**config.mk**
```make
export PLATFORM = sky130hd
export DESIGN_NAME = mm_store
export DESIGN_NICKNAME = d
export VERILOG_FILES = /design/src/mm_store.sv
export SDC_FILE = /design/constraint.sdc
export NUM_CORES = 2
export LEC_CHECK = 0
export BUFFER_PORTS_ARGS = -buffer_cell sky130_fd_sc_hd__buf_2
export CORE_MARGIN = 4
export CORE_UTILIZATION = 34
export CTS_CLUSTER_DIAMETER = 60
export DETAILED_ROUTE_END_ITERATION = 8
export GPL_TIMING_DRIVEN = 0
export PLACE_DENSITY_LB_ADDON = 0.12
export SLEW_MARGIN = 20
export SYNTH_ARGS = -nofsm -noshare
export SYNTH_HDL_FRONTEND = slang
export SYNTH_SLANG_ARGS = --single-unit
```
**constraint.sdc**
```tcl
create_clock -name clk_i -period 5.2 [get_ports clk_i]
set_clock_uncertainty 0.15 [all_clocks]
set_input_delay 0.78 -clock clk_i [delete_from_list [all_inputs] [get_ports clk_i]]
set_output_delay 0.78 -clock clk_i [all_outputs]
set_load 0.05 [all_outputs]
```
**src/mm_store.sv**
```systemverilog
module mm_store #(
  parameter int unsigned Depth = 64,
  parameter int unsigned AddrW = 6,
  parameter int unsigned DataW = 32
) (
  input  logic                    clk_i,
  input  logic                    rst_ni,
  input  logic                    we_i,
  input  logic [AddrW-1:0]        waddr_i,
  input  logic signed [DataW-1:0] wdata_i,
  input  logic                    re_i,
  input  logic [AddrW-1:0]        raddr_i,
  output logic signed [DataW-1:0] rdata_o
);

  logic signed [DataW-1:0] mem [Depth];
  logic [Depth-1:0]        vld_q;
  logic signed [DataW-1:0] rd_q;
  logic                    rd_vld_q;

  // per-entry valid bits give the all-zero reset contents
  always_ff @(posedge clk_i or negedge rst_ni) begin
    if (!rst_ni) begin
      vld_q <= '0;
    end else if (we_i) begin
      vld_q[waddr_i] <= 1'b1;
    end
  end

  always_ff @(posedge clk_i) begin
    if (we_i) begin
      mem[waddr_i] <= wdata_i;
    end
    if (re_i) begin
      rd_q     <= mem[raddr_i];
      rd_vld_q <= vld_q[raddr_i];
    end
  end

  assign rdata_o = rd_vld_q ? rd_q : '0;

endmodule

```
### Word-level counts from Yosys, hierarchy flattened

Memory sizes are Yosys's and may differ from the RTL's. A register that Yosys moved wholly into a read port is not among the register bits.
Index checks and enable logic that the tools add are counted.

| storage, ports and cells | value |
|---|---|
| bits in registers | 65 |
| output and inout port bits | 32 |
| memories kept | 1 |
| RAM bits | 2048 |
| input port bits | 48 |
| logic and storage cells | 15 |

Memory list:

| name | depth | width | read ports | clocked after memory_dff | write ports | line | RTL |
|---|---|---|---|---|---|---|---|
| mem | 64 | 32 | 1 | 1 | 1 | 16 | `logic signed [DataW-1:0] mem [Depth];` |

| operators by class | value |
|---|---|
| muxes and demuxes | 7 |
| $lt $le $gt $ge | 3 |
| reduce and logical (&&, ||, !) cells | 1 |
| bitwise operators | 1 |

Operators by type and width:

| operator | count |
|---|---|
| bitwise OR 64 bit | 1 |
| 2-to-1 mux 32 bit | 1 |
| < comparator 6 x 7 -> 1 bit (second input constant) | 2 |
| binary-select mux 1 bit (select 6 bit) | 1 |
| demux 1 bit (select 6 bit) | 1 |
| >= comparator 6 x 1 -> 1 bit (second input constant) | 1 |
| 2-to-1 mux 1 bit | 4 |
| logical AND 1 bit | 1 |

### Logic depth before layout (Yosys ltp)

| depth | value |
|---|---|
| depth after elaboration | 5 |
| gate-level depth with buffers | 9 |

### Worst setup path before layout

Ideal clock, no wire load.

| path | value |
|---|---|
| kind | input-to-reg |
| start point | input waddr_i[3] |
| end point | memory mem[48][0] (enable) |
| arrival | 3.668 ns |
| stages | 4 |
| setup slack | 0.920 ns |
| data required time | 4.588 ns |
| path through | clkbuf_1 nand4b_1 or2_2 nor3_1 |

RTL lines:

| element | line | RTL |
|---|---|---|
| from (decl) | 9 | `input logic [AddrW-1:0] waddr_i,` |
| to (decl) | 16 |  |

Straight into the memory's write port.

==> run_summary.xml <==
<?xml version="1.0" encoding="UTF-8"?>
<metrics>
  <group name="pwr">
    <metric name="power" unit="W">0.0371</metric>
    <metric name="ir_drop" unit="mV">0.287</metric>
    <metric name="p_per_area" unit="nW/um2">380</metric>
    <metric name="p_leak" unit="nW">30.9</metric>
  </group>
  <group name="sta">
    <metric name="hold_violations" unit="">0</metric>
    <metric name="timing.max_slew.rel_slack" unit="%">18.7</metric>
    <metric name="rsz0062_at_grt" unit="">false</metric>
    <metric name="drv_slew" unit="">0</metric>
    <metric name="final.setup.worst_slack" unit="ps">1060</metric>
    <metric name="period_needed" unit="ps">4140</metric>
    <metric name="worst_slew_pin_slew" unit="ps">1220</metric>
    <metric name="setup_viol" unit="">0</metric>
    <metric name="final_min_period_over_clock_period" unit="%">79.7</metric>
    <metric name="hold_ws" unit="ps">216</metric>
    <metric name="max_freq" unit="MHz">241</metric>
  </group>
  <group name="placed_design">
    <metric name="placed_cells" unit="">7116</metric>
    <metric name="port_bufs" unit="">72</metric>
    <metric name="dp_slack" unit="ps">164</metric>
    <metric name="gp_routability_congestion" unit="">0.829</metric>
    <metric name="hpwlAfterDp" unit="um">190000</metric>
  </group>
  <group name="final_layout">
    <metric name="finish.net_count" unit="">4225</metric>
    <metric name="multiInputGateArea" unit="um2">17200</metric>
    <metric name="syn_to_final_growth" unit="%">19.5</metric>
    <metric name="num-fill-cells" unit="">21034</metric>
    <metric name="final_common_cell" unit="">sky130_fd_sc_hd__edfxtp_1</metric>
    <metric name="most-common-layout-cells" unit="">sky130_fd_sc_hd__edfxtp_1, sky130_fd_sc_hd__mux4_2, sky130_fd_sc_hd__clkbuf_16, sky130_fd_sc_hd__clkbuf_1, sky130_fd_sc_hd__mux2i_1</metric>
    <metric name="stdcell_count" unit="">7556</metric>
    <metric name="register_area" unit="um2">64100</metric>
    <metric name="ratio_of_cells_with_drive_above_1_in_the_final_layout" unit="%">29.5</metric>
  </group>
  <group name="grt">
    <metric name="grt_first_pass_wirelength" unit="um">371000</metric>
    <metric name="vias_in_the_first_global_route" unit="">41744</metric>
    <metric name="grt_start_max_net_pins" unit="">65</metric>
    <metric name="grt_util_all_layers" unit="%">21.9</metric>
    <metric name="grt_overflow" unit="">0</metric>
    <metric name="antenna_violations_before_repair" unit="">21</metric>
  </group>
  <group name="clock_network">
    <metric name="ctsHtreeMaxLevel" unit="">4</metric>
    <metric name="tritoncts" unit="">done</metric>
    <metric name="clk-insertion-delay-late" unit="ps">850</metric>
    <metric name="postCtsSetupBuffers" unit="">0</metric>
    <metric name="number_of_buffers_inserted_during_clock_tree_synthesis" unit="">224</metric>
    <metric name="clock-sinks" unit="">2145</metric>
    <metric name="ctsResizeCount" unit="">0</metric>
    <metric name="worst_setup_hold_path_clk_slew" unit="ps">60</metric>
    <metric name="max-clock-path-buffers" unit="">3</metric>
    <metric name="clock-root-buffer" unit="">sky130_fd_sc_hd__clkbuf_16</metric>
    <metric name="holdBufCountCts" unit="">2</metric>
  </group>
  <group name="setup_path">
    <metric name="worstSetupEndpointType" unit="">flop</metric>
    <metric name="critical_path_class" unit="">primary input to flop</metric>
    <metric name="crit_fanout" unit="">11</metric>
    <metric name="crit_arrival" unit="ps">4680</metric>
    <metric name="critPathLaunchType" unit="">primary input</metric>
    <metric name="worst-endpoint-required" unit="ps">5740</metric>
  </group>
  <group name="logic_synthesis">
    <metric name="mappedNetlistNets" unit="">3754</metric>
    <metric name="synth_area" unit="um2">81700</metric>
    <metric name="ys_seq_area_share" unit="%">78.4</metric>
    <metric name="yosysWarnings" unit="">0</metric>
    <metric name="syn_area_per_cell" unit="um2">22.1</metric>
    <metric name="syn_inst" unit="">3706</metric>
    <metric name="synth_cell_type_count" unit="">36</metric>
    <metric name="yosys_register_bits" unit="">2145</metric>
  </group>
  <group name="drt">
    <metric name="routed.top_layer" unit="">met5</metric>
    <metric name="drc" unit="">0</metric>
    <metric name="mean_routed_wirelength_per_cell" unit="um">36.3</metric>
    <metric name="avgViaCountPerCell" unit="">5.52</metric>
    <metric name="drt-initial-drc-count" unit="">4654</metric>
    <metric name="detail_route.wirelength.met1" unit="um">119000</metric>
    <metric name="met2RoutedLength" unit="um">130000</metric>
    <metric name="met3_wirelength" unit="um">17100</metric>
    <metric name="wl" unit="um">274000</metric>
    <metric name="dr_vias" unit="">41675</metric>
    <metric name="ant_nets" unit="">0</metric>
    <metric name="first_pass_iters" unit="">5</metric>
  </group>
  <group name="floorplan">
    <metric name="die_height" unit="um">498</metric>
    <metric name="initial_standard_cell_utilization_of_the_core" unit="%">34.3</metric>
    <metric name="die_area" unit="um2">248000</metric>
    <metric name="row_count" unit="">179</metric>
    <metric name="core-area" unit="um2">239000</metric>
    <metric name="dieWidth" unit="um">498</metric>
    <metric name="ioPinCount" unit="">80</metric>
  </group>
  <group name="job">
    <metric name="max-cap-violations" unit="">0</metric>
  </group>
  <group name="status">
    <metric name="outcome" unit="">complete, no violations</metric>
  </group>
  <group name="hold_path">
    <metric name="worstHoldPathType" unit="">primary input to flop</metric>
  </group>
</metrics>
-- per-layer routing --
metal | GRT usage, % | vias to the layer above
met5 | 0 | -
met1 | 31.1 | 23024
met4 | 6.48 | 8
met2 | 34.8 | 1561
li1 | - | 16726
met3 | 3.54 | 356
-- synth_stat cells, drive strengths merged --
| library cell | count | share of area, % |
|---|---|---|
| or2 | 68 | 0.52 |
| nand4 | 55 | 0.42 |
| a221o | 25 | 0.31 |
| a22oi | 54 | 0.50 |
| nand2 | 68 | 0.31 |
| edfxtp | 2081 | 76 |
| nand3b | 2 | 0.018 |
| o221ai | 62 | 0.66 |
| nand2b | 9 | 0.069 |
| o21ai | 1 | 0.0061 |
| and3 | 7 | 0.054 |
| clkbuf | 109 | 0.50 |
| inv | 1 | 0.0046 |
| o211a | 20 | 0.24 |
| a211oi | 10 | 0.092 |
| a31oi | 15 | 0.11 |
| nand3 | 59 | 0.36 |
| dfrtp | 64 | 2.0 |
| a221oi | 1 | 0.011 |
| nor2b | 16 | 0.12 |
| or3 | 2 | 0.015 |
| mux4 | 462 | 13 |
| nor2 | 90 | 0.41 |
| nor3 | 18 | 0.11 |
| mux2i | 146 | 1.8 |
| mux2 | 48 | 0.66 |
| buf | 100 | 0.69 |
| a21oi | 15 | 0.092 |
| and2 | 34 | 0.26 |
| nand4b | 1 | 0.011 |
| or3b | 1 | 0.011 |
| o22ai | 62 | 0.47 |
-- path summary, 6_finish.rpt --
kind / slack, ps / startpoint / to / depth (start not counted)
worst min register to register: 310 / vld_q[52] / vld_q[52] / 1
worst min-delay path: 220 / wdata_i[5] / mem[46][5] / 1
min in group asynchronous: 310 / rst_ni / vld_q[23] / 2
worst max-delay path: 1060 / raddr_i[2] / rd_q[28] / 8
worst max register to register: 2500 / mem[7][2] / rd_q[2] / 4
max in group asynchronous: 4000 / rst_ni / vld_q[60] / 3
-- worst max-delay path, stage by stage --
cell and delay, ps:
sky130_fd_sc_hd__buf_2 160, sky130_fd_sc_hd__buf_2 320, sky130_fd_sc_hd__buf_2 700, sky130_fd_sc_hd__buf_1 830
sky130_fd_sc_hd__mux4_2 380, sky130_fd_sc_hd__a31oi_1 150, sky130_fd_sc_hd__nor3_1 960, sky130_fd_sc_hd__o211a_1 330
-- sequential cells by signal (all words and copies together) (netlist names) --
signal    count
rd_q         32
vld_q        64
rd_vld_q      1
mem        2048
-- power by group --
| group | switching (W) | leakage [nW] | internal (W) | total (W) |
|---|---|---|---|---|
| sequential | 0.0000742 | 19.5 | 0.0192 | 0.0193 |
| combinational | 0.00159 | 7.96 | 0.000782 | 0.00237 |
| clock | 0.00677 | 3.42 | 0.00869 | 0.0155 |
-- through the flow --
stage	TNS [ps]	utilization (%)	cell area (um2)
6_report	0	40.9	97600
5_1_grt	0	40.9	97600
4_1_cts	0	40.9	97600
3_5_place_dp	0	38.0	90500
3_3_place_gp	-2262960	36.1	86100
2_1_floorplan	0	-	81700
-- cell type report --
type	instances	area share (%)
Sequential cell	2145	65.6
Timing Repair Buffer	245	4.46
Multi-Input combinational cell	1351	17.6
Clock buffer	300	6.28
Clock inverter	123	0.900
Tap cell	3167	4.06
Inverter	1	0.00384
Antenna cell	15	0.0384
Buffer	209	1.02
-- cell families after synthesis --
| logic type | count (synthesis) | share of synthesized area, % |
|---|---|---|
| multiplexers | 656 | 15.2 |
| flip-flops | 2145 | 78.4 |
| buffers and inverters | 210 | 1.20 |
| AO/OA/AOI/OAI | 265 | 2.50 |
| AND/OR/NAND/NOR | 430 | 2.70 |
Power figures use the tool's default switching activity.
