## src/mm_pkg.sv

```systemverilog
package mm_pkg;

  localparam int unsigned MAX_DIM_DEF    = 8;
  localparam int unsigned ELEM_WIDTH_DEF = 32;

  localparam int unsigned DimW  = 4;   // configuration register width
  localparam int unsigned IdxW  = 3;   // row / column index width
  localparam int unsigned InW   = 32;  // element port width
  localparam int unsigned OutW  = 32;  // product port width
  localparam int unsigned KindW = 2;
  localparam int unsigned CfgW  = 2;

  typedef enum logic [KindW-1:0] {
    KIND_LOAD_A = 2'd0,
    KIND_LOAD_B = 2'd1,
    KIND_START  = 2'd2
  } kind_e;

  typedef enum logic [CfgW-1:0] {
    CFG_ROWS_A  = 2'd0,
    CFG_INNER_A = 2'd1,
    CFG_ROWS_B  = 2'd2,
    CFG_COLS_B  = 2'd3
  } cfg_idx_e;

  typedef struct packed {
    logic [DimW-1:0] ra;
    logic [DimW-1:0] ia;
    logic [DimW-1:0] cb;
  } dims_t;

  // travels with each multiply-accumulate step through the MAC pipeline
  typedef struct packed {
    logic            valid;
    logic            first;  // k == 0, restart the sum
    logic            fin;    // k == inner - 1, sum complete
    logic            last;   // final product of the start
    logic [IdxW-1:0] row;
    logic [IdxW-1:0] col;
  } tag_t;

  typedef struct packed {
    tag_t            tag;
    logic [IdxW-1:0] k;
  } issue_t;

  typedef struct packed {
    logic                   valid;
    logic                   last;
    logic [IdxW-1:0]        row;
    logic [IdxW-1:0]        col;
    logic signed [OutW-1:0] sum;
  } result_t;

  function automatic logic [DimW-1:0] eff_dim(logic [DimW-1:0] d, int unsigned lim);
    return (32'(d) > lim) ? DimW'(lim) : d;
  endfunction

endpackage

```

## src/mm_mac.sv

```systemverilog
module mm_mac #(
  parameter int unsigned StoreW = 32
) (
  input  logic                     clk_i,
  input  logic                     rst_ni,
  input  logic                     adv_i,
  input  mm_pkg::tag_t             tag_i,
  input  logic signed [StoreW-1:0] a_data_i,
  input  logic signed [StoreW-1:0] b_data_i,
  output mm_pkg::result_t          res_o
);
  import mm_pkg::*;

  tag_t                   s1_q, s2_q;
  logic signed [OutW-1:0] a_ext, b_ext;
  logic signed [OutW-1:0] mul_q, mul_d;
  logic signed [OutW-1:0] acc_q, acc_d;
  logic signed [StoreW-1:0] sum_trunc;

  // s1: store read data lines up with s1_q; s2: product register
  always_ff @(posedge clk_i or negedge rst_ni) begin
    if (!rst_ni) begin
      s1_q <= '0;
      s2_q <= '0;
    end else if (adv_i) begin
      s1_q <= tag_i;
      s2_q <= s1_q;
    end
  end

  assign a_ext = OutW'(a_data_i);
  assign b_ext = OutW'(b_data_i);
  assign mul_d = OutW'(a_ext * b_ext);

  assign acc_d = (s2_q.first ? '0 : acc_q) + mul_q;

  always_ff @(posedge clk_i) begin
    if (adv_i && s1_q.valid) begin
      mul_q <= mul_d;
    end
    if (adv_i && s2_q.valid) begin
      acc_q <= acc_d;
    end
  end

  // wrap at the element width, then sign extend to the port
  assign sum_trunc = StoreW'(acc_d);

  always_comb begin
    res_o.valid = s2_q.valid && s2_q.fin;
    res_o.last  = s2_q.last;
    res_o.row   = s2_q.row;
    res_o.col   = s2_q.col;
    res_o.sum   = OutW'(sum_trunc);
  end

endmodule

```

## config.mk

```make
export PLATFORM = sky130hd
export DESIGN_NAME = mm_mac
export DESIGN_NICKNAME = d
export VERILOG_FILES = /design/src/mm_pkg.sv /design/src/mm_mac.sv
export SDC_FILE = /design/constraint.sdc
export NUM_CORES = 1
export LEC_CHECK = 0
export BUFFER_PORTS_ARGS = -buffer_cell sky130_fd_sc_hd__buf_2
export CORE_UTILIZATION = 34
export DETAILED_ROUTE_END_ITERATION = 10
export GPL_ROUTABILITY_DRIVEN = 0
export SYNTH_ARGS = -nofsm -noshare
export SYNTH_HDL_FRONTEND = slang
export SYNTH_SLANG_ARGS = --single-unit
```

## constraint.sdc

```tcl
create_clock -name clk_i -period 5.1 [get_ports clk_i]
set_clock_uncertainty 0.15 [all_clocks]
set_input_delay 1.02 -clock clk_i [delete_from_list [all_inputs] [get_ports clk_i]]
set_output_delay 1.02 -clock clk_i [all_outputs]
set_load 0.05 [all_outputs]
```

======== Word-level counts from Yosys, hierarchy flattened ========
Cells that the tools add are included.
Widths: inputs -> output; s select.
storage, ports and cells
  register bits after elaboration ......... 84
  latch bits .............................. 0
  bits in writable memories ............... 0
  ROM bits ................................ 0
  bits of input ports ..................... 77
  output and inout port bits .............. 40
  word-level logic and storage cells ...... 20
  memories ................................ 0
cells by class
  add/sub/neg operators ................... 1
  multiply operators ...................... 1
  divide/modulo/power cells ............... 0
  $lt $le $gt $ge ......................... 0
  eq/ne operators ......................... 0
  shifts and indexed selects .............. 0
  multiplexer cells ....................... 1
  bitwise operators ....................... 0
  reduce and logical (&&, ||, !) cells .... 3
operators with widths
  operator           count
  $add 32x32->32     1
  $mul 32x32->32     1
  $mux 32            1
  $logic_and 1x1->1  3

======== Logic depth before layout (Yosys ltp) ========
  depth after elaboration ................. 2
  mapped depth ............................ 27
  depth with buffers taken out ............ 25

======== Least setup slack after synthesis ========
Ideal clock, no wire load.
  kind .................................... input -> register
  start ................................... in b_data_i[4]
  end ..................................... reg mul_q[31], data pin
  library setup time ...................... 0.260 ns
  data arrival time ....................... 7.226 ns
  data required time ...................... 4.690 ns
  path slack .............................. -2.536 ns
  stages .................................. 23
  path buffers ............................ 2
  cells stage by stage .................... clkbuf_1 > clkbuf_1 > and2_1 > fa_1 > fa_1 > inv_1 > fa_1 > fa_1 > inv_1 > fa_1 > inv_1 > fa_1 > inv_1 > fa_1 > fa_1 > ha_1 > a21o_1 > a21oi_1 > o21ai_0 > a221o_1 > a21oi_1 > o21ai_0 > xnor2_1
on the way
  longest elaborated chain between the ends .. 1
ends and longest elaborated chain
  element               RTL line      RTL
  from (decl)           mm_mac.sv:9   input logic signed [StoreW-1:0] b_data_i,
  $mul 32x32->32        mm_mac.sv:33  assign mul_d = OutW'(a_ext * b_ext);
  net mul_d[31]         mm_mac.sv:16  logic signed [OutW-1:0] mul_q, mul_d;
  to (signal assigned)  mm_mac.sv:39  mul_q <= mul_d;
  to (decl)             mm_mac.sv:16
The timed path passes the listed nets, and every way through them passes these cells.
A chain may end at the register's enable or synchronous reset.

======== Worst setup path after layout ========
  start ................................... in a_data_i[15]
  end ..................................... reg mul_q[27], data pin
on the way
  longest elaborated chain between the ends .. 1
ends and longest elaborated chain
  element         RTL line      RTL
  from (decl)     mm_mac.sv:8   input logic signed [StoreW-1:0] a_data_i,
  $mul 32x32->32  mm_mac.sv:33
  net mul_d[27]   mm_mac.sv:16
The timed path passes the listed nets, and every way through them passes these cells.

==> reports/qor.yml <==
ys_top_cells_by_count: "inv_1, fa_1, and2_1, nand2_1, ha_1"
rr_startpoint: "s2_q[8]"
synth-edff-count: 64
slew_viol_final: 0
initial_utilization: 0.3445
area.growth.synth_to_final_pct: 24.65
synth_seq_cells: 84
overflow: 0
wl_per_cell_um: 16.65
drtIter0Drc: 660
hold_buffers: 0
tritoncts: "done"
rsz0062_at_grt: "yes"
gr-usage-met3: 0.01262
busiest_layer: "met2"
synthArstFlopShare: 0.2381
post-route-drc-count: 0
clock-sinks: 84
hold_viol: 0
grt_pass1_wl_mm: 88.04
ioPinCount: 117
antenna_found_initial: 2
max_freq_mhz: 143.0
insertion_delay_ns: 0.35
layout_setup_ws_ns: -1.893
synth_warnings: 0
synth.distinct_cells: 53
die_h_um: 249.5
placementRows: 90
viasPerCell: 4.650
worst-path-max-fanout: 6
track_usage: 0.1769
ant_nets: 0
totalWireLength_mm: 54.34
syn_nets: 2856
cap_viol_max_count: 0
dp_hpwl_mm: 46.07
synth_area_leaders: "fa_1, ha_1, and2_1"
setup_viol: 24
syn_inst: 2189
tightest_slew_ns: 0.4369
grt_pass1_vias: 16610
multiInputGateArea_mm2: 0.01739
vias: 15180
port-buffer-count: 116
met2_usage: 0.3110
yosysMostFrequentCell: "inv_1"
startpoint_type: "primary input"
hold_path_end: "s2_q[7]"
synth_ff_type: "edfxtp_1"
required_ns: 5.05
ff2ff_path_depth: 12
setup_tns_ns: -34.51
grtUsageMet1: 0.2418
fillers: 5737
synth_area_leader_cell: "fa_1"
die_w_um: 249.5
timing.rr.end: "acc_q[30]"
worstHoldStart: "s1_q[7]"
r2r_slack_ns: 1.65
hold_class: "reg -> reg"
fin_crit_ns: 6.993
grt_max_degree: 33
clk_pin_slew_ns: 0.07
drtPass1Iterations: 5
htreeDepth: 3
cts_buffers: 9
yosysTopAreaCellShare: 0.3930
final_nets: 3144
synth_sequential_area_ratio: 0.1163
antenna_cells: 0
fin_crit_sh: 1.371
drive_gt1_frac: 0.2571
core_mm2: 0.06047
cts_buffer_depth: 2
endpoint_kind: "flop"
die_area_mm2: 0.06227
relSlewSlack: 0.7066
crit_arrival_ns: 6.95
status: "finished, violations left"
worstHoldPathCells: 1
final-seq-area_mm2: 0.002424
syn-mean-instance-area_um2: 9.518
violations: "setup timing"
crit_type: "in -> reg"
syn_area_mm2: 0.02083
cts-root-buf: "clkbuf_16"
-- cells by family (layout without fill, tap and decap cells) --
group / count (synthesis) / count (layout) / share of synthesized area
DFF: 84 / 84 / 0.1163
adders and majority gates: 590 / 590 / 0.5017
muxes: 20 / 20 / 0.01081
xor gates and xnor gates: 110 / 110 / 0.04624
and+or+nand+nor: 693 / 693 / 0.1791
buffers and inverters: 542 / 835 / 0.09891
AOI/OAI and AO/OA: 150 / 150 / 0.04702
-- cell usage in the layout, fill, tap and decap left out, drive strengths merged, types with 2 or more instances in the layout --
| cell type | instances |
|---|---|
| inv | 446 |
| fa | 409 |
| buf | 373 |
| and2 | 355 |
| nand2 | 208 |
| ha | 181 |
| xnor2 | 82 |
| edfxtp | 64 |
| a21oi | 54 |
| nor2b | 41 |
| xor2 | 28 |
| nor2 | 26 |
| o21ai | 26 |
| mux2 | 20 |
| dfrtp | 20 |
| a21o | 17 |
| nand2b | 16 |
| clkbuf | 15 |
| nand3 | 13 |
| nor3 | 10 |
| o21bai | 8 |
| o21a | 6 |
| a31oi | 6 |
| a211oi | 6 |
| nand4 | 5 |
| o211ai | 4 |
| o211a | 4 |
| nand3b | 4 |
| and3 | 4 |
| or3 | 3 |
| or2 | 3 |
| a41oi | 3 |
| a2111o | 2 |
| a311o | 2 |
| nor4 | 2 |
| o311ai | 2 |
| o311a | 2 |
-- metal layers --
metal | vias to the layer above | wire length (um)
li1 | 7167 | -
met1 | 7701 | 24880
met2 | 270 | 27170
met3 | 38 | 1656
met4 | 2 | 611
met5 | - | 19
-- what timing repair did --
| action | CTS | global route |
|---|---|---|
| setup buffers | 25 | 17 |
| pin swaps | 137 | 97 |
| gates resized for setup | 213 | 144 |
| gates cloned | 2 | 2 |
| endpoints found under the setup margin | 29 | 31 |
-- state kept, by name, summed over array words and instances (netlist names) --
name / flops
res_o: 7
acc_q: 32
s2_q: 3
s1_q: 10
mul_q: 32
-- worst max path at each step --
stage | startpoint | end | slack [ns] | cells past startpoint
after floorplan | a_data_i[12] | mul_q[31] | -2.16 | 23
final | a_data_i[15] | mul_q[27] | -1.89 | 22
after global routing | a_data_i[15] | mul_q[27] | -2.09 | 22
after CTS | a_data_i[15] | mul_q[25] | -1.91 | 22
after detailed placement | b_data_i[17] | mul_q[31] | -2.46 | 23
after global placement | b_data_i[17] | mul_q[31] | -2.45 | 23
-- area by class of cell --
cell class                      instances  area share
Clock buffer                           11     0.01060
Clock inverter                          5    0.001638
Inverter                              442     0.06389
Multi-Input combinational cell       1563      0.6697
Sequential cell                        84     0.09332
Tap cell                              782     0.03768
Timing Repair Buffer                  377      0.1231
-- worst max-delay path, stage by stage --
cell      delay (ns)
buf_12          0.11
and2_4          0.15
fa_1            0.50
fa_1            0.53
inv_2           0.04
fa_1            0.49
fa_1            0.54
inv_2           0.05
fa_1            0.47
inv_1           0.05
fa_1            0.47
inv_1           0.05
fa_1            0.45
fa_1            0.54
ha_4            0.21
a21o_1          0.17
a21oi_2         0.16
o21ai_1         0.09
a221o_1         0.40
a41oi_2         0.19
o21bai_1        0.10
xor2_1          0.14
-- stage by stage --
step / cells / area [um2] / hold WS (ns) / util / setup WS [ns]
finish: 3264 / 25970 / 0.3528 / 0.4295 / -1.893
floorplan: 2189 / 21160 / 0.3228 / - / -2.160
global route: 3264 / 25970 / 0.3739 / 0.4295 / -2.092
detailed placement: 3210 / 23930 / 0.3401 / 0.3958 / -2.465
CTS: 3248 / 25200 / 0.3564 / 0.4167 / -1.907
global placement: 3210 / 23930 / 0.3315 / 0.3958 / -2.445
Power is left out: the tool's default activity adds up to more than one toggle a clock period on the data nets, which glitch-free logic cannot reach.
