$ cat config.mk
export PLATFORM = sky130hd
export DESIGN_NAME = mm_seq
export DESIGN_NICKNAME = d
export VERILOG_FILES = /design/src/mm_pkg.sv /design/src/mm_seq.sv
export SDC_FILE = /design/constraint.sdc
export NUM_CORES = 1
export LEC_CHECK = 0
export BUFFER_PORTS_ARGS = -buffer_cell sky130_fd_sc_hd__buf_2
export CAP_MARGIN = 10
export CORE_MARGIN = 1.5
export CORE_UTILIZATION = 45
export DETAILED_ROUTE_END_ITERATION = 12
export PLACE_DENSITY = 0.83
export SYNTH_ARGS = -nofsm -noshare
export SYNTH_HDL_FRONTEND = slang
export SYNTH_SLANG_ARGS = --single-unit
$ cat constraint.sdc
create_clock -name clk_i -period 3.8 [get_ports clk_i]
set_clock_uncertainty 0.2 [all_clocks]
set_input_delay 0.76 -clock clk_i [delete_from_list [all_inputs] [get_ports clk_i]]
set_output_delay 0.76 -clock clk_i [all_outputs]
set_load 0.1 [all_outputs]
$ cat src/mm_pkg.sv
package mm_pkg;

  localparam int unsigned MAX_DIM_DEF    = 8;
  localparam int unsigned ELEM_WIDTH_DEF = 32;

  localparam int unsigned DimW  = 4;   // configuration register width
  localparam int unsigned IdxW  = 3;   // row / column index width
  localparam int unsigned InW   = 32;  // element port width
  localparam int unsigned OutW  = 32;  // product port width
  localparam int unsigned KindW = 2;
  localparam int unsigned CfgW  = 2;

  typedef enum logic [KindW-1:0] {
    KIND_LOAD_A = 2'd0,
    KIND_LOAD_B = 2'd1,
    KIND_START  = 2'd2
  } kind_e;

  typedef enum logic [CfgW-1:0] {
    CFG_ROWS_A  = 2'd0,
    CFG_INNER_A = 2'd1,
    CFG_ROWS_B  = 2'd2,
    CFG_COLS_B  = 2'd3
  } cfg_idx_e;

  typedef struct packed {
    logic [DimW-1:0] ra;
    logic [DimW-1:0] ia;
    logic [DimW-1:0] cb;
  } dims_t;

  // travels with each multiply-accumulate step through the MAC pipeline
  typedef struct packed {
    logic            valid;
    logic            first;  // k == 0, restart the sum
    logic            fin;    // k == inner - 1, sum complete
    logic            last;   // final product of the start
    logic [IdxW-1:0] row;
    logic [IdxW-1:0] col;
  } tag_t;

  typedef struct packed {
    tag_t            tag;
    logic [IdxW-1:0] k;
  } issue_t;

  typedef struct packed {
    logic                   valid;
    logic                   last;
    logic [IdxW-1:0]        row;
    logic [IdxW-1:0]        col;
    logic signed [OutW-1:0] sum;
  } result_t;

  function automatic logic [DimW-1:0] eff_dim(logic [DimW-1:0] d, int unsigned lim);
    return (32'(d) > lim) ? DimW'(lim) : d;
  endfunction

endpackage

$ cat src/mm_seq.sv
module mm_seq (
  input  logic          clk_i,
  input  logic          rst_ni,
  input  logic          start_i,
  input  logic          dim_err_i,
  input  mm_pkg::dims_t dims_i,
  input  logic          adv_i,
  input  logic          drain_done_i,
  output logic          busy_o,
  output logic          err_load_o,
  output mm_pkg::issue_t issue_o
);
  import mm_pkg::*;

  localparam logic [1:0] SeqIdle  = 2'd0;
  localparam logic [1:0] SeqRun   = 2'd1;
  localparam logic [1:0] SeqDrain = 2'd2;
  localparam logic [1:0] SeqErr   = 2'd3;

  logic [1:0]      state_q, state_d;
  logic [IdxW-1:0] i_q, i_d, j_q, j_d, k_q, k_d;
  logic            i_end, j_end, k_end;

  assign i_end = (DimW'(i_q) + DimW'(1)) == dims_i.ra;
  assign j_end = (DimW'(j_q) + DimW'(1)) == dims_i.cb;
  assign k_end = (DimW'(k_q) + DimW'(1)) == dims_i.ia;

  always_comb begin
    state_d = state_q;
    i_d     = i_q;
    j_d     = j_q;
    k_d     = k_q;
    unique case (state_q)
      SeqIdle: begin
        if (start_i) begin
          state_d = dim_err_i ? SeqErr : SeqRun;
          i_d     = '0;
          j_d     = '0;
          k_d     = '0;
        end
      end
      SeqRun: begin
        if (adv_i) begin
          if (k_end) begin
            k_d = '0;
            if (j_end) begin
              j_d = '0;
              i_d = i_q + IdxW'(1);
              if (i_end) begin
                state_d = SeqDrain;
              end
            end else begin
              j_d = j_q + IdxW'(1);
            end
          end else begin
            k_d = k_q + IdxW'(1);
          end
        end
      end
      SeqDrain: begin
        if (drain_done_i) begin
          state_d = SeqIdle;
        end
      end
      SeqErr: begin
        if (adv_i) begin
          state_d = SeqIdle;
        end
      end
      default: state_d = SeqIdle;
    endcase
  end

  always_ff @(posedge clk_i or negedge rst_ni) begin
    if (!rst_ni) begin
      state_q <= SeqIdle;
      i_q     <= '0;
      j_q     <= '0;
      k_q     <= '0;
    end else begin
      state_q <= state_d;
      i_q     <= i_d;
      j_q     <= j_d;
      k_q     <= k_d;
    end
  end

  assign busy_o     = state_q != SeqIdle;
  assign err_load_o = (state_q == SeqErr) && adv_i;

  always_comb begin
    issue_o.tag.valid = state_q == SeqRun;
    issue_o.tag.first = k_q == '0;
    issue_o.tag.fin   = k_end;
    issue_o.tag.last  = k_end && j_end && i_end;
    issue_o.tag.row   = i_q;
    issue_o.tag.col   = j_q;
    issue_o.k         = k_q;
  end

endmodule

# Yosys cells after proc, flatten, opt, wreduce, memory -nomap -nowiden
# Cells that the tools add are included.
# W data, S select, Z words.
# op_classes
add_sub_neg	6
n_eq_ne	13
muxes	21
reduce_logical	11
# ops
op	count
$mux W3	9
$pmux W3 S2	3
$mux W2	8
$add A3 B1 Y4 const B	3
$eq A4 B4 Y1	3
$add A3 B1 Y3 const B	3
$ne A2 B2 Y1 const B	4
$pmux W2 S4	1
$reduce_and A7 Y1	1
$ne A2 B1 Y1 const B	3
$reduce_and A5 Y1	1
$eq A2 B2 Y1 const B	2
$reduce_and A4 Y1	1
$reduce_bool A2 Y1	2
$logic_and A1 B1 Y1	3
$logic_not A3 Y1	1
$reduce_and A3 Y1	1
$eq A2 B1 Y1 const B	1
$logic_not A2 Y1	1
# word_totals
reg_bits	11
in_bits	18
out_inout_bits	15
wordCells	55

# Depth between registers and ports, before layout
# Gate-level depths: netlist (run 1).
# logic_depth
depth_word	7
mapped_depth	7
mapped_depth_nobuf	6

# Worst setup path before layout (run 1)
# No wires, ideal clock.
# synth_timing
path_type	register -> output
from	reg k_q[0]
to	out issue_o[9] (netlist bit)
arrival_ns	2.840
required_time_ns	2.840
setup_slack_ns	0.000
stages_incl_launch_ff	8
path_buffers	1
cell_sequence	dfrtp_1 -> ha_1 -> xor2_1 -> or3_4 -> a221oi_4 -> buf_6 -> nand4_4 -> inv_1
# synth_rtl
element	line_no	source
from (decl)	mm_seq.sv:21	logic [IdxW-1:0] i_q, i_d, j_q, j_d, k_q, k_d;
from (signal assigned)	mm_seq.sv:84	k_q <= k_d;
to (decl)	mm_seq.sv:11	output mm_pkg::issue_t issue_o

==> results of run 1 <==
==> state kept, by name, summed over array words and instances, names as in the netlist <==
name     cells
k_q          3
i_q          3
j_q          3
state_q      2
==> stage by stage <==
step | instances | hold slack (ns) | setup slack [ns]
2_1_floorplan | 92 | 0.2644 | 0.0001459
4_1_cts | 151 | 0.1392 | 0.3794
6_report | 151 | 0.1358 | 0.4098
3_3_place_gp | 147 | 0.3553 | 0.5844
5_1_grt | 151 | 0.1423 | 0.2711
3_5_place_dp | 147 | 0.3643 | 0.5595
==> routing by layer <==
metal / global-route usage / vias up / share of wire
li1: - / 402 / -
met1: 0.2201 / 372 / 0.42
met2: 0.3351 / 25 / 0.50
met3: 0.06792 / 7 / 0.049
met4: 0.1081 / 0 / 0.029
met5: 0 / - / 0
==> final cells by class <==
cell class	count	area, um^2
clock buffer	4	26.28
fill	179	710.7
inverter	10	37.54
multi-input combinational	68	553.0
sequential	11	275.3
tap	25	31.28
timing repair buffer	33	167.7
==> worst max-delay path: stages (launching register included) <==
cell and delay [ns]:
dfrtp_1 0.45, ha_1 0.27, xor2_1 0.18, or3_4 0.34, a221oi_4 0.29, nand4_4 0.13, inv_1 0.07, buf_2 0.41
==> worst max path at each step <==
stage              start         end  slack (ns)  depth (start not counted)
6_report          k_q[0]  issue_o[9]        0.41                          7
5_1_grt           k_q[0]  issue_o[9]        0.27                          7
4_1_cts           k_q[0]  issue_o[9]        0.38                          7
3_5_place_dp   dims_i[6]  issue_o[9]        0.56                          7
3_3_place_gp   dims_i[6]  issue_o[9]        0.58                          7
2_1_floorplan     k_q[0]  issue_o[9]      0.0001                          7
==> layout by cell type, fill, tap and decap left out, types with 2 or more instances in the layout <==
| cell type | Yosys | routed |
|---|---|---|
| ha_1 | 4 | 4 |
| clkbuf_4 | 0 | 3 |
| buf_2 | 0 | 32 |
| o221ai_1 | 2 | 2 |
| nor2_1 | 4 | 4 |
| inv_1 | 9 | 9 |
| dfrtp_1 | 11 | 11 |
| nand2b_1 | 2 | 2 |
| o31ai_1 | 2 | 2 |
| nand3_1 | 3 | 3 |
| a211o_1 | 3 | 3 |
| a31o_2 | 2 | 2 |
| xnor2_1 | 3 | 3 |
| mux2i_1 | 4 | 4 |
| or2_2 | 2 | 2 |
| nand2_1 | 5 | 5 |
| and3_1 | 2 | 2 |
| nor2b_1 | 2 | 2 |
| xor2_1 | 8 | 8 |
==> kinds of logic after synthesis <==
| family | synth area share |
|---|---|
| xor gates and xnor gates | 0.1076 |
| AOI/OAI and AO/OA | 0.2053 |
| and+or+nand+nor | 0.2039 |
| buffers and inverters | 0.07541 |
| muxes | 0.04469 |
| adders and majority gates | 0.05587 |
| DFF | 0.3073 |
==> out/results.ini, run 1 <==
[status]
status=completed

[yosys]
yosys.area.top_type=dfrtp_1
synth_seq_cells=11
ys_seq_area_frac=0.3073
synth_warnings=0
synth_edf_count=0
ys_top_cells_by_count=11 x dfrtp_1, 9 x inv_1, 8 x xor2_1, 5 x nand2_1
async_reset_ff_frac=1.000
postSynthCellCount=92
synthesis.area_um2=895.9
yosysMostFrequentCell=dfrtp_1
syn_area_per_cell_um2=9.738
syn_nets=114
synth_top_area_frac=0.3073
ys_types=40
synth.area.top_cells=dfrtp_1 31%, xor2_1 7.8%, ha_1 5.6%, mux2i_1 4.5%, inv_1 3.8%
synth_top_flop_cell=dfrtp_1

[sta]
setup_tns_ns=0
layout_min_cycle_time_ns=3.390
maxSlewHeadroom=0.6771
finalCritPeriodShare=0.8922
tightest_slew_ns=0.4876
rsz0062_at_grt=false
hold_viol=0
fmax_mhz=295.0
maxSlewViolCount=0
setup_violations=0

[route]
vias=806
drt_iter0_markers=14
wirelength_um=1982
via_per_inst=5.338
drc=0
avgRoutedWirePerCell_um=13.13
ant_nets=0
dr.pass1.iters=3

[cells_and_area]
fin_area_um2=1091
antenna_cells=0
syn2layout_area_growth_pct=21.79
fin_nets=149
drive_gt1_frac=0.3651
final_util=0.6056

[clocking]
clkTransAtPathRegs_ns=0.07
clock-sinks=11
tritoncts=built
post_cts_buffers=0
clock_tree.root_cell=clkbuf_4
clk_path_buf_depth=2
clock_latency_ns=0.28
cts_resized=0
htree_levels=1
numCtsBuffers=3
ctsHoldBuffers=0

[floorplan]
die_h_um=47.62
core_um2=1802
die_w_um=47.62
rows=15
start_util=0.4972
dieArea_um2=2268
design.portCount=33

[worst_setup_path]
crit_required_ns=2.84
r2r_start=k_q[0]
critPathMaxFanout=6
critPathLaunchType=register
end_kind=output port
reg2reg_depth=7
cp_data_arrival_time_ns=2.43
r2r_end=j_q[1]
path_class=register to output port
ff2ff_setup_slack_ns=1.35

[job]
cap_violations=0

[global_routing]
grt_pass1_vias=747
grt_overflow=0
grt_max_degree=12
antenna_found_initial=0
track_usage=0.1989
grt_pass1_wl_um=3022

[place]
hpwl_um=1580
portBuffers=32
dpl_cell_area_um2=1065
gp_congestion=0.7615

[worst_hold_path]
hp-class=input port to async pin

Power of run 1 is left out: the tool's default activity adds up to more than one toggle a clock period on the data nets, which glitch-free logic cannot reach.
==> inputs of run 2 (changes only) <==
==> constraint.sdc (replaced) <==
create_clock -name clk_i -period 3.8 [get_ports clk_i]
set_clock_uncertainty 0.2 [all_clocks]
set_input_delay 0.76 -clock clk_i [delete_from_list [all_inputs] [get_ports clk_i]]
set_output_delay 0.76 -clock clk_i [all_outputs]
set_load 0.01 [all_outputs]
==> out/results.ini, run 2 (synthesis results as in run 1) <==
[worst_setup_path]
end_kind=output port
cp_cell_sequence=ha_1 -> xor2_1 -> or3_4 -> a221oi_4 -> nand4_4 -> inv_1 -> buf_2
critPathMaxFanout=12
path_class=register to output port
cp_data_arrival_time_ns=2.40
critPathLaunchType=register
crit_required_ns=2.84
crit_end=issue_o[9]
worst_path_largest_cell_delay_ns=0.53
r2r_end=j_q[1]
reg2reg_depth=6
crit_start=k_q[0]
ff2ff_setup_slack_ns=1.26
r2r_start=k_q[0]
cp_num_buf_inv=2
path_depth=7
crit_slowest_cell=a221oi_4
cp_top_family=compound AO/OA/AOI/OAI gates

[floorplan]
design.portCount=33
start_util=0.4972
die_w_um=47.62
rows=15
die_h_um=47.62
dieArea_um2=2268
core_um2=1802

[clocking]
tritoncts=built
htree_levels=1
ctsHoldBuffers=0
clock-sinks=11
cts_resized=0
numCtsBuffers=3
clk_path_buf_depth=2
post_cts_buffers=0
clock_latency_ns=0.27
clock_tree.root_cell=clkbuf_4
clkTransAtPathRegs_ns=0.07

[global_routing]
antenna_found_initial=0
grt_pass1_wl_um=3125
use_met3=0.03774
grt_overflow=0
grt_max_degree=13
track_usage=0.1952
grt-busiest-layer=met2
grt_pass1_vias=769
use_met2=0.3568
gr-usage-met1=0.2204

[sta]
hold_viol=0
finalCritPeriodShare=0.8832
rsz0062_at_grt=false
layout_min_cycle_time_ns=3.356
tightest_slew_ns=0.5767
fmax_mhz=298.0
setup_violations=0
maxSlewHeadroom=0.6155
setup_tns_ns=0
maxSlewViolCount=0

[route]
wirelength_um=1902
drt_iter0_markers=15
vias=822
via_per_inst=5.480
dr.pass1.iters=3
ant_nets=0
drc=0
avgRoutedWirePerCell_um=12.68

[power_and_ir_drop]
p_total_uw=694.7
internal-power_uw=377.8
clockPowerShare=0.118
power_leakage_uw=0.0005865
power.density_nw_per_um2=641.2
p_switching_uw=316.9
pwr-share-comb=0.567
ir_worst_vdd_uv=441.5
p_seq_frac=0.315
netSwitchingFraction=0.4562

[job]
cap_violations=0

[place]
dpl_cell_area_um2=1057
portBuffers=32
hpwl_um=1501
gp_congestion=0.7796

[status]
status=completed

[cells_and_area]
fin_area_um2=1084
drive_gt1_frac=0.3600
final_cell_mix=32 x buf_2, 11 x dfrtp_1, 9 x inv_1, 8 x xor2_1, 5 x nand2_1
final_util=0.6014
fin_nets=148
reg.largest.list=i_q (3), j_q (3), k_q (3)
antenna_cells=0
syn2layout_area_growth_pct=20.95
layout.cells.most_common=buf_2

[worst_hold_path]
hp-class=input port to async pin

-- run 2: cell types whose count changed in the layout (fill, tap and decap cells not counted), sizes merged --
cell,change
buf,-1
-- run 2: power by group through the flow --
stage / sequential (uW) / clock (uW) / combinational, uW
floorplan: 218 / 0 / 295
global placement: 217 / 0 / 381
detailed placement: 221 / 0 / 394
CTS: 219 / 83.0 / 398
global route: 227 / 88.5 / 443
finish: 219 / 81.7 / 394
-- run 2: final cells by class --
| cell class | count | area, um^2 |
|---|---|---|
| tap | 25 | 31.28 |
| inverter | 10 | 37.54 |
| multi-input combinational | 68 | 553.0 |
| fill | 162 | 718.2 |
| timing repair buffer | 32 | 160.2 |
| sequential | 11 | 275.3 |
| clock buffer | 4 | 26.28 |
-- run 2: how the worst min path moves through the flow --
| stage | start | to | slack, ns |
|---|---|---|---|
| finish | rst_ni | k_q[2] | 0.15 |
| global route | rst_ni | k_q[0] | 0.16 |
| CTS | rst_ni | k_q[2] | 0.16 |
| detailed placement | j_q[2] | j_q[2] | 0.36 |
| global placement | j_q[1] | j_q[1] | 0.35 |
| floorplan | rst_ni | i_q[0] | 0.26 |
-- run 2: through the flow --
step	instances	hold WS, ns	setup slack, ns
after global routing	150	0.1596	0.2818
after floorplan	92	0.2644	0.9967
after CTS	150	0.1568	0.4190
after detailed placement	146	0.3645	0.5848
after global placement	146	0.3517	0.6460
final	150	0.1488	0.4438
-- run 2: worst reg2reg max path: stages (launching register included) --
cell and delay, ns:
dfrtp_1 0.45, ha_1 0.27, xor2_1 0.18, or3_4 0.34
a221oi_4 0.53, o21a_1 0.29, mux2i_1 0.21
-- run 2: per-layer routing --
| metal | share of wire | up-vias |
|---|---|---|
| met3 | 0.048 | 4 |
| li1 | - | 396 |
| met1 | 0.43 | 398 |
| met2 | 0.51 | 24 |
| met4 | 0.010 | 0 |
| met5 | 0 | - |
No activity file was read; power rests on OpenSTA's default activity.
==> inputs of run 3 (changes only) <==
--- a/config.mk
+++ b/config.mk
@@ -8,9 +8,9 @@
 export BUFFER_PORTS_ARGS = -buffer_cell sky130_fd_sc_hd__buf_2
 export CAP_MARGIN = 10
 export CORE_MARGIN = 1.5
-export CORE_UTILIZATION = 45
+export CORE_UTILIZATION = 52
 export DETAILED_ROUTE_END_ITERATION = 12
-export PLACE_DENSITY = 0.83
+export PLACE_DENSITY = 0.93
 export SYNTH_ARGS = -nofsm -noshare
 export SYNTH_HDL_FRONTEND = slang
 export SYNTH_SLANG_ARGS = --single-unit
==> out/results.ini, run 3 (synthesis results as in run 1) <==
[status]
status=finished, violations left
violations=design-rule violations

[cells_and_area]
drive_gt1_frac=0.3600
fill_cells=136
reg.largest.list=i_q (3), j_q (3), k_q (3)
final_cell_mix=32 x buf_2, 11 x dfrtp_1, 9 x inv_1, 8 x xor2_1, 5 x nand2_1
antenna_cells=0
fin_area_um2=1072
layout.cells.most_common=buf_2
fin_nets=148
final_util=0.6878
syn2layout_area_growth_pct=19.69

[sta]
layout_setup_ws_ns=0.4148
finalCritPeriodShare=0.8908
fmax_mhz=295.4
maxSlewHeadroom=0.6203
rsz0062_at_grt=false
hold_viol=0
tightest_slew_ns=0.5695
setup_violations=0
maxSlewViolCount=0
layout_min_cycle_time_ns=3.385
setup_tns_ns=0

[clocking]
clk_path_buf_depth=2
clkTransAtPathRegs_ns=0.07
numCtsBuffers=3
cts_resized=0
post_cts_buffers=0
ctsHoldBuffers=0
clock_tree.root_cell=clkbuf_4
clock-sinks=11
clock_latency_ns=0.28
htree_levels=1
tritoncts=built

[floorplan]
die_w_um=44.51
design.portCount=33
start_util=0.5746
dieArea_um2=1981
core_um2=1559
rows=14
die_h_um=44.51

[worst_setup_path]
reg2reg_depth=6
ff2ff_setup_slack_ns=1.25
path_class=register to output port
r2r_start=k_q[0]
critPathMaxFanout=12
crit_required_ns=2.84
end_kind=output port
cp_data_arrival_time_ns=2.43
r2r_end=state_q[0]
critPathLaunchType=register

[global_routing]
track_usage=0.2171
antenna_found_initial=0
grt_pass1_wl_um=3132
grt_pass1_vias=760
grt_overflow=0
grt_max_degree=13

[place]
dp_slack_ns=0.6155
dpl_cell_area_um2=1046
portBuffers=32
gp_congestion=0.7552
hpwl_um=1596

[power_and_ir_drop]
power.density_nw_per_um2=659.8
power_leakage_uw=0.0005865
ir_worst_vdd_uv=371.3
p_total_uw=707.5

[route]
drt_iter0_markers=31
via_per_inst=5.794
wirelength_um=1992
ant_nets=0
drc=3
vias=817
dr.pass1.iters=9
avgRoutedWirePerCell_um=14.13

[worst_hold_path]
hp-class=input port to async pin

[job]
cap_violations=0

[run 3: cell counts in the layout (fill, tap and decap cells not counted)]
No cell type changed its count.
[run 3: worst max path at each step]
| stage | to | startpoint | slack (ns) |
|---|---|---|---|
| 4_1_cts | issue_o[9] | k_q[0] | 0.44 |
| 6_report | issue_o[9] | k_q[0] | 0.41 |
| 5_1_grt | issue_o[9] | k_q[0] | 0.33 |
| 2_1_floorplan | issue_o[9] | dims_i[6] | 1.0 |
| 3_5_place_dp | issue_o[9] | dims_i[6] | 0.62 |
| 3_3_place_gp | issue_o[9] | dims_i[6] | 0.66 |
[run 3: final cells by class]
type | instances | area, um^2 | share of cell area
sequential | 11 | 275.3 | 0.2567
clock buffer | 4 | 26.28 | 0.02450
inverter | 10 | 37.54 | 0.03501
tap | 16 | 20.02 | 0.01867
timing repair buffer | 32 | 160.2 | 0.1494
multi-input combinational | 68 | 553.0 | 0.5158
[run 3: per-layer routing]
| metal | wire, um | GRT usage |
|---|---|---|
| met1 | 836 | 0.2487 |
| met2 | 1012 | 0.3913 |
| met3 | 120 | 0.04898 |
| met4 | 23 | 0.07273 |
| met5 | 0 | 0 |
[run 3: where the power goes]
part / switching, uW / total (uW) / internal [uW]
combinational: 223 / 404 / 181
sequential: 62.3 / 220 / 157
clock: 43.1 / 83.9 / 40.8
[run 3: worst max-delay path, stage by stage, from the launching register on]
cell	delay (ns)
dfrtp_1	0.46
ha_1	0.27
xor2_1	0.19
or3_4	0.34
a221oi_4	0.52
nand4_4	0.15
inv_1	0.08
buf_2	0.13
[run 3: stage by stage]
stage               std cells  hold slack [ns]
finish                    141           0.1333
global route              141           0.1521
CTS                       141           0.1434
detailed placement        137           0.3577
global placement          137           0.3500
floorplan                  92           0.2644
